<file path="src/hw/rtl/b64e_pkg.sv">
`timescale 1ns / 1ps
// ----------------------------------------------------------------------------
// b64e_pkg: shared types and constants for the line-wrapped Base64 encoder
// Alphabet lookup, special characters, job record passed front to back.
// ----------------------------------------------------------------------------
package b64e_pkg;

  localparam logic [7:0] CHAR_CR  = 8'h0D;
  localparam logic [7:0] CHAR_LF  = 8'h0A;
  localparam logic [7:0] CHAR_PAD = 8'h3D;  // '='

  // characters per output line before a CR LF
  localparam logic [6:0] LINE_CHARS = 7'd76;
  localparam logic [6:0] GROUP_CHARS = 7'd4;

  // job queue between front and back
  localparam int QUEUE_DEPTH = 2;
  localparam int PTR_W = (QUEUE_DEPTH > 1) ? $clog2(QUEUE_DEPTH) : 1;
  localparam int CNT_W = $clog2(QUEUE_DEPTH + 1);

  // output sequence positions inside one job
  localparam logic [2:0] POS_FIRST    = 3'd0;
  localparam logic [2:0] POS_LAST_SYM = 3'd3;
  localparam logic [2:0] POS_CR       = 3'd4;
  localparam logic [2:0] POS_LF       = 3'd5;

  // one item's worth of output: up to four group characters, then an optional CR LF
  typedef struct packed {
    logic [3:0][7:0] chars;
    logic            has_group;
    logic            crlf;
  } job_t;

  // standard alphabet: A-Z a-z 0-9 + /
  function automatic logic [7:0] sym_char(input logic [5:0] v);
    logic [7:0] c;
    if (v < 6'd26) begin
      c = 8'h41 + {2'b00, v};
    end else if (v < 6'd52) begin
      c = 8'h61 + {2'b00, v - 6'd26};
    end else if (v < 6'd62) begin
      c = 8'h30 + {2'b00, v - 6'd52};
    end else if (v == 6'd62) begin
      c = 8'h2B;
    end else begin
      c = 8'h2F;
    end
    return c;
  endfunction

endpackage

</file>
<file path="src/hw/rtl/base64_line_wrapped_encoder.sv">
`timescale 1ns / 1ps
// ----------------------------------------------------------------------------
// base64_line_wrapped_encoder: streaming MIME Base64 encoder, 76-column lines
// One message byte per input beat; alphabet, '=', CR and LF out, one a beat.
// ----------------------------------------------------------------------------
//
//  channel | handshake            | payload
//  --------+----------------------+-------------------------------------------
//  in      | in_valid / in_ready  | data_byte[7:0], has_byte, end_of_message
//  out     | out_valid / out_ready| out_char[7:0], last_of_run
//
//  Flow: the front takes one input beat per cycle while the job queue
//  (QUEUE_DEPTH entries) has room. The back sequencer emits one character
//  per cycle while the output register is free or out_ready is high; an
//  item produces up to 6 characters. Sustained rate is set by the output
//  port, 4/3 characters per byte plus 2 per 76-char line.
//  Reset (rst, synchronous) clears pending bytes, line column, queue and the
//  output valid flag. Output stalls back up through the queue into in_ready.
//
module base64_line_wrapped_encoder (
  input  logic       clk,
  input  logic       rst,
  input  logic       in_valid,
  output logic       in_ready,
  input  logic [7:0] data_byte,
  input  logic       has_byte,
  input  logic       end_of_message,
  output logic       out_valid,
  input  logic       out_ready,
  output logic [7:0] out_char,
  output logic       last_of_run
);
  import b64e_pkg::*;

  // front -> queue
  logic push;
  job_t push_job;
  logic q_full;

  // queue -> back
  logic pop;
  job_t q_job;
  logic q_not_empty;

  // front: pending bytes, column tracking, job build
  b64e_front u_front (
    .clk            (clk),
    .rst            (rst),
    .in_valid       (in_valid),
    .in_ready       (in_ready),
    .data_byte      (data_byte),
    .has_byte       (has_byte),
    .end_of_message (end_of_message),
    .q_full         (q_full),
    .push           (push),
    .push_job       (push_job)
  );

  // decoupling queue so a stalled output does not stall the front at once
  b64e_queue u_queue (
    .clk       (clk),
    .rst       (rst),
    .push      (push),
    .push_job  (push_job),
    .full      (q_full),
    .pop       (pop),
    .pop_job   (q_job),
    .not_empty (q_not_empty)
  );

  // back: character sequencer and output register
  b64e_back u_back (
    .clk         (clk),
    .rst         (rst),
    .q_not_empty (q_not_empty),
    .q_job       (q_job),
    .pop         (pop),
    .out_valid   (out_valid),
    .out_ready   (out_ready),
    .out_char    (out_char),
    .last_of_run (last_of_run)
  );

`ifndef SYNTH
  // LF only ever closes a run
  a_lf_ends_run: assert property (@(posedge clk) disable iff (rst)
    out_valid && (out_char == CHAR_LF) |-> last_of_run)
    else $error("LF beat not marked last_of_run");

  // a CR beat never closes a run; its LF follows in the same run
  a_cr_not_last: assert property (@(posedge clk) disable iff (rst)
    out_valid && (out_char == CHAR_CR) |-> !last_of_run)
    else $error("CR beat marked last_of_run");

  // no push into a full queue
  a_no_overflow: assert property (@(posedge clk) disable iff (rst)
    push |-> !q_full)
    else $error("job pushed into full queue");
`endif

endmodule

</file>
<file path="src/hw/rtl/b64e_front.sv">
`timescale 1ns / 1ps
// ----------------------------------------------------------------------------
// b64e_front: input side of the encoder
// Holds pending bytes and the line column, builds one job per item with output.
// ----------------------------------------------------------------------------
module b64e_front (
  input  logic              clk,
  input  logic              rst,
  input  logic              in_valid,
  output logic              in_ready,
  input  logic [7:0]        data_byte,
  input  logic              has_byte,
  input  logic              end_of_message,
  input  logic              q_full,
  output logic              push,
  output b64e_pkg::job_t    push_job
);
  import b64e_pkg::*;

  logic [15:0] held, held_next, held_after;
  logic [1:0]  fill, fill_after, fill_next;
  logic [6:0]  column, column_next, column_sum;
  logic        take, full_group, wrap, pad2, pad3;
  logic [7:0]  ga, gb, gc;
  logic [5:0]  s0, s1, s2, s3;

  assign in_ready = !q_full;

  always_comb begin
    take       = in_valid && in_ready;
    full_group = has_byte && (fill == 2'd2);
    held_after = (has_byte && !full_group) ? {held[7:0], data_byte} : held;
    fill_after = (has_byte && !full_group) ? fill + 2'd1 : fill;
    column_sum = column + GROUP_CHARS;
    wrap       = full_group && (column_sum == LINE_CHARS);

    // group bytes: full group, or padded tail of two or one bytes
    if (full_group) begin
      ga = held[15:8];
      gb = held[7:0];
      gc = data_byte;
    end else if (fill_after == 2'd2) begin
      ga = held_after[15:8];
      gb = held_after[7:0];
      gc = 8'h00;
    end else begin
      ga = held_after[7:0];
      gb = 8'h00;
      gc = 8'h00;
    end
    pad3 = !full_group;
    pad2 = !full_group && (fill_after == 2'd1);

    s0 = ga[7:2];
    s1 = {ga[1:0], gb[7:4]};
    s2 = {gb[3:0], gc[7:6]};
    s3 = gc[5:0];

    push_job.chars[0]  = sym_char(s0);
    push_job.chars[1]  = sym_char(s1);
    push_job.chars[2]  = pad2 ? CHAR_PAD : sym_char(s2);
    push_job.chars[3]  = pad3 ? CHAR_PAD : sym_char(s3);
    push_job.has_group = full_group || (end_of_message && (fill_after != 2'd0));
    push_job.crlf      = full_group ? (wrap || end_of_message) : 1'b1;

    push = take && (full_group || end_of_message);
  end

  always_comb begin
    held_next   = held;
    fill_next   = fill;
    column_next = column;
    if (take) begin
      if (end_of_message) begin
        held_next   = '0;
        fill_next   = '0;
        column_next = '0;
      end else if (full_group) begin
        held_next   = '0;
        fill_next   = '0;
        column_next = wrap ? 7'd0 : column_sum;
      end else begin
        held_next = held_after;
        fill_next = fill_after;
      end
    end
  end

  always_ff @(posedge clk) begin
    if (rst) begin
      held   <= '0;
      fill   <= '0;
      column <= '0;
    end else begin
      held   <= held_next;
      fill   <= fill_next;
      column <= column_next;
    end
  end

endmodule

</file>
<file path="src/hw/rtl/b64e_queue.sv">
`timescale 1ns / 1ps
// ----------------------------------------------------------------------------
// b64e_queue: short job FIFO between front and back
// Register-based, one push and one pop per cycle.
// ----------------------------------------------------------------------------
module b64e_queue (
  input  logic           clk,
  input  logic           rst,
  input  logic           push,
  input  b64e_pkg::job_t push_job,
  output logic           full,
  input  logic           pop,
  output b64e_pkg::job_t pop_job,
  output logic           not_empty
);
  import b64e_pkg::*;

  job_t             entries [QUEUE_DEPTH];
  logic [PTR_W-1:0] wr_ptr, rd_ptr;
  logic [CNT_W-1:0] count;

  function automatic logic [PTR_W-1:0] ptr_inc(input logic [PTR_W-1:0] p);
    return (p == PTR_W'(QUEUE_DEPTH - 1)) ? '0 : p + 1'b1;
  endfunction

  assign full      = (count == CNT_W'(QUEUE_DEPTH));
  assign not_empty = (count != '0);
  assign pop_job   = entries[rd_ptr];

  always_ff @(posedge clk) begin
    if (rst) begin
      wr_ptr <= '0;
      rd_ptr <= '0;
      count  <= '0;
    end else begin
      if (push) wr_ptr <= ptr_inc(wr_ptr);
      if (pop)  rd_ptr <= ptr_inc(rd_ptr);
      if (push && !pop) begin
        count <= count + 1'b1;
      end else if (pop && !push) begin
        count <= count - 1'b1;
      end
    end
  end

  always_ff @(posedge clk) begin
    if (push) entries[wr_ptr] <= push_job;
  end

endmodule

</file>
<file path="src/hw/rtl/b64e_back.sv">
`timescale 1ns / 1ps
// ----------------------------------------------------------------------------
// b64e_back: output sequencer
// Walks one job into the output register, a character per unstalled cycle.
// ----------------------------------------------------------------------------
module b64e_back (
  input  logic           clk,
  input  logic           rst,
  input  logic           q_not_empty,
  input  b64e_pkg::job_t q_job,
  output logic           pop,
  output logic           out_valid,
  input  logic           out_ready,
  output logic [7:0]     out_char,
  output logic           last_of_run
);
  import b64e_pkg::*;

  job_t       cur;
  logic       cur_valid;
  logic [2:0] pos;
  logic       out_load, is_last;
  logic [7:0] sel_char;

  always_comb begin
    out_load = cur_valid && (!out_valid || out_ready);
    is_last  = cur.crlf ? (pos == POS_LF) : (pos == POS_LAST_SYM);
    pop      = q_not_empty && (!cur_valid || (out_load && is_last));
    case (pos)
      3'd0:    sel_char = cur.chars[0];
      3'd1:    sel_char = cur.chars[1];
      3'd2:    sel_char = cur.chars[2];
      3'd3:    sel_char = cur.chars[3];
      POS_CR:  sel_char = CHAR_CR;
      POS_LF:  sel_char = CHAR_LF;
      default: sel_char = 8'h00;
    endcase
  end

  always_ff @(posedge clk) begin
    if (rst) begin
      cur_valid <= 1'b0;
      out_valid <= 1'b0;
      pos       <= POS_FIRST;
    end else begin
      if (pop) begin
        cur_valid <= 1'b1;
        pos       <= q_job.has_group ? POS_FIRST : POS_CR;
      end else begin
        if (out_load && is_last) cur_valid <= 1'b0;
        if (out_load) pos <= pos + 3'd1;
      end
      if (out_load) begin
        out_valid <= 1'b1;
      end else if (out_ready) begin
        out_valid <= 1'b0;
      end
    end
  end

  always_ff @(posedge clk) begin
    if (pop) cur <= q_job;
    if (out_load) begin
      out_char    <= sel_char;
      last_of_run <= is_last;
    end
  end

endmodule

</file>
<file path="config.mk">
export PLATFORM = sky130hd
export DESIGN_NAME = base64_line_wrapped_encoder
export DESIGN_NICKNAME = d
export VERILOG_FILES = /design/src/hw/rtl/b64e_pkg.sv /design/src/hw/rtl/base64_line_wrapped_encoder.sv /design/src/hw/rtl/b64e_front.sv /design/src/hw/rtl/b64e_queue.sv /design/src/hw/rtl/b64e_back.sv
export SDC_FILE = /design/constraint.sdc
export NUM_CORES = 1
export LEC_CHECK = 0
export ABC_AREA = 0
export BUFFER_PORTS_ARGS = -buffer_cell sky130_fd_sc_hd__buf_4
export CORE_MARGIN = 1
export CORE_UTILIZATION = 65
export DETAILED_ROUTE_END_ITERATION = 8
export PLACE_DENSITY = 0.87
export SKIP_LAST_GASP = 1
export SLEW_MARGIN = 20
export SYNTH_ARGS = -nofsm -noshare
export SYNTH_HDL_FRONTEND = slang
export SYNTH_SLANG_ARGS = --single-unit
</file>
<file path="constraint.sdc">
create_clock -name clk -period 5.25 [get_ports clk]
set_input_delay 0.525 -clock clk [delete_from_list [all_inputs] [get_ports clk]]
set_output_delay 0.525 -clock clk [all_outputs]
set_load 0.02 [all_outputs]
</file>
==> metrics.md <==
| Metric | Value |
|---|---|
| Diode count | `0` |
| EDFF count, synth | `110` |
| Final Skew | `0.0109 ns` |
| Setup violations, final | `0` |
| Final ANT Viol Nets | `0` |
| IO Count | `25` |
| Pre-antenna DRT Iters | `6` |
| Final nets | `~850` |
| CTS tree | `yes` |
| Sequential fraction of the synthesis area | `0.478` |
| Comb pwr share | `0.229` |
| RSZ-0062 raised after global routing | `no` |
| Routed WL per cell | `21.3 um` |
| Routed WL | `20,600 um` |
| Synth area leader | `edfxtp_1` |
| Leak | `3.28 nW` |
| CP max stage delay | `0.66 ns` |
| Worst vdd ir | `around 250 uV` |
| Arr. time, crit path | `4.31 ns` |
| Root buf cell | `clkbuf_16` |
| Avg Cell Area, Syn | `between 10 and 15 um2` |
| CTS max path bufs | `2` |
| Power per cell area | `401 nW/um2` |
| Clk network pwr share | `0.343` |
| Die area | `between 10,000 and 15,000 um2` |
| Kind of critical path | `flip-flop to flip-flop` |
| Max Freq | `between 0.2 and 0.25 GHz` |
| Endpoints failing hold | `0` |
| Hold Slack | `a little under 0.4 ns` |
| Delay-heaviest family, CP | `compound AO/OA/AOI/OAI gates` |
| Synth warn | `0` |
| # port buffers | `24` |
| CP Capture Type | `flip-flop` |
| Slew HR | `0.442` |
| Post-DP HPWL | `about 14,000 um` |
| Worst Tran Pin Value | `0.829 ns` |
| Pin count of the biggest net entering global routing | `40` |
| Post-route DRC | `0` |
| Routing usage on met3 | `0.0712` |
| Area Growth Syn to Fin | `10.9%` |
| Global-route met1 utilization | `0.427` |
| Htree depth | `4` |
| Cts hold-fix bufs | `0` |
| Pre-CTS WS | `1.18 ns` |
| Total Neg Setup Slack | `0 ns` |
| Worst setup SP type | `flip-flop` |
| GRT Util Overall | `0.327` |
| Maxcap violations | `0` |
| GPL Wtd Cong | `0.940` |
| Die span in y | `115 um` |
| CTS Buf Count | `17` |
| Internal power | `0.00258 W` |
| Distinct cells, synth | `88` |
| Syn_nets | `between 800 and 900` |
| Sequential share of power | `0.428` |
| Chip width | `between 100 and 150 um` |
| Max-slew violations | `0` |
| Syn Inst Count | `slightly below 800` |
| Clk sink count | `143` |
| Slowest-stage cell, CP | `dfxtp_1` |
| Fin crit period | `4.16 ns` |
| Synth area leaders | `edfxtp_1 40%, dfxtp_1 8.0%, ha_1 6.9%` |
| GRT overflow | `0` |
| Top cell type's share of synthesized area | `0.398` |
| Via/cell ratio | `between 6 and 7` |
| Core Rows | `40` |
| Async S/R FF share, synth | `0` |
| Met2 GRT Util | `0.541` |
| Busiest metal layer after global routing | `met2` |
| Drt initial violations | `770` |
| Worst path bufs/invs | `2` |
| Initial antenna violation count | `0` |
| FILL cells | `837` |
| Share of cells above drive strength 1 | `0.161` |
| Number of global-route vias before repair | `5,981` |
| Final Cycle Share | `0.792` |
| CP Cell Sequence | `inv_1 > ha_1 > and2_1 > nor2_4 > o22ai_1 > a31oi_1 > inv_1 > ha_1 > a31o_2 > a31oi_1 > o21ai_1 > a211oi_1 > a22oi_1` |
| Hold Crit Class | `primary input to flip-flop` |
| Final WS setup | `~1.1 ns` |
| Primary FF master, synth | `edfxtp_1` |
| Clock slew at reported path FFs | `0.06 ns` |
| Switching portion of total power | `0.300` |
| Initial core utilization | `0.680` |
| Req. time, crit path | `5.40 ns` |
| First-pass GRT wire length | `~32,000 um` |
| Post-cts sizing count | `0` |
| Postcts setup bufs | `0` |
| Status | `finished, final reports clean` |
| Psw | `0.00111 W` |
| Post-synthesis cell area | `8300 um2` |
| Clock latency at the later pin of the worst-skew pair | `0.42 ns` |
| FF+latch count, synth | `143` |
| Area of the core | `12,200 um2` |
| Routed vias | `6,310` |
| Crit-path max FO | `17` |
metrics by stage:
stage                     cell area [um2]  instances  power, W  utilization
after global placement               8590        936   0.00234        0.703
after detailed placement             8590        936   0.00240        0.703
after floorplan                      8300        774   0.00214            -
after CTS                            9210        967   0.00369        0.754
after global routing                 9210        967   0.00382        0.754
final                                9210        967   0.00369        0.754
layout by cell type (no fill, tap or decap), types with 4 or more instances in the layout:
cell       Yosys  layout
nor3_1         8       8
edfxtp_1     110     110
a31oi_1        9       9
o21a_1         4       4
a222oi_1       5       5
nor2_1        67      65
o211ai_1      10      10
xnor2_1       29      29
mux2i_1        8       8
inv_1         34      34
and3_1         7       7
o21ai_0       33      33
nand3_1       20      20
ha_1          46      46
mux2_2        34      34
a22o_1         4       4
clkbuf_16      0      17
nand2_1       58      58
a21oi_1       40      40
a22oi_1       23      23
a32oi_1        5       5
or3_1          7       7
bufinv_16      0       4
nor3b_1        5       5
a21o_1         5       5
buf_4          3      32
xor2_1        12      12
a211oi_1       4       4
o21ai_1        9       9
and2_1         9       9
dfxtp_1       33      33
nor2b_1        8       8
nand2b_1       7       7
power groups by stage:
stage               logic [W]  registers (W)  clock network (W)
finish               0.000845        0.00158            0.00127
global placement     0.000763        0.00158                  0
CTS                  0.000834        0.00158            0.00128
detailed placement   0.000804        0.00159                  0
floorplan            0.000546        0.00159                  0
global route         0.000904        0.00159            0.00132
kinds of logic after synthesis:
group,count (synthesis),synth area share
xor+xnor,43,0.0472
simple gates,226,0.140
compound gates,200,0.173
buf+inv,74,0.0365
flops,143,0.478
mux,42,0.0558
fa+ha+maj,46,0.0693
state kept, by name, summed over array words and instances, names as in the netlist, 2 cells and up, named ones only:
signal           cells
u_back.out_char      8
u_back.cur          33
u_queue.count        2
u_front.column       5
u_front.fill         2
u_queue.entries     68
u_back.pos           3
u_front.held        16
synthesized netlist by cell type (all sizes together), types with 3 or more instances:
master  count
edfxtp    110
nor2       68
nand2      61
ha         46
o21ai      43
a21oi      42
inv        36
mux2       34
dfxtp      33
xnor2      31
clkbuf     24
a22oi      23
nand3      21
buf        14
o211ai     12
xor2       12
nor3       10
a31oi       9
and2        9
mux2i       8
nand2b      8
nor2b       8
and3        7
or3         7
nor3b       6
a21o        5
a221oi      5
a222oi      5
a22o        5
a32oi       5
a211oi      4
a221o       4
o21a        4
o221ai      4
nand3b      3
nand4b      3
o221a       3
o22ai       3
o31a        3
tightest hold or removal path, stage by stage:
cell and delay (ns):
buf_4 0.08, nor2b_1 0.03, nor2_1 0.08, nor2_1 0.04
worst paths after layout:
kind / startpoint / end / slack, ns / depth (start not counted)
worst max-delay path: u_front.fill[0] / u_queue.entries[1][7] / 1.09 / 13
worst min-delay path: out_ready / u_back.out_valid / 0.39 / 4
worst max register to register: u_front.fill[0] / u_queue.entries[1][7] / 1.09 / 13
worst min register to register: u_back.cur_valid / u_back.out_valid / 0.52 / 2
layout make-up:
cell class                      instances  area (um2)  share of cell area
Multi-Input combinational cell        557        4040               0.439
Sequential cell                       143        3960               0.431
Clock buffer                           18         429              0.0466
Timing Repair Buffer                   32         240              0.0261
Tap cell                              168         210              0.0228
Clock inverter                         13         188              0.0204
Inverter                               36         138              0.0149
routing by layer:
metal,up-vias,routed length [um]
met5,-,0
met4,0,433
met3,30,1630
met2,308,10000
met1,3062,8530
li1,2910,-
Note: power is estimated with default switching activity, not from simulation.
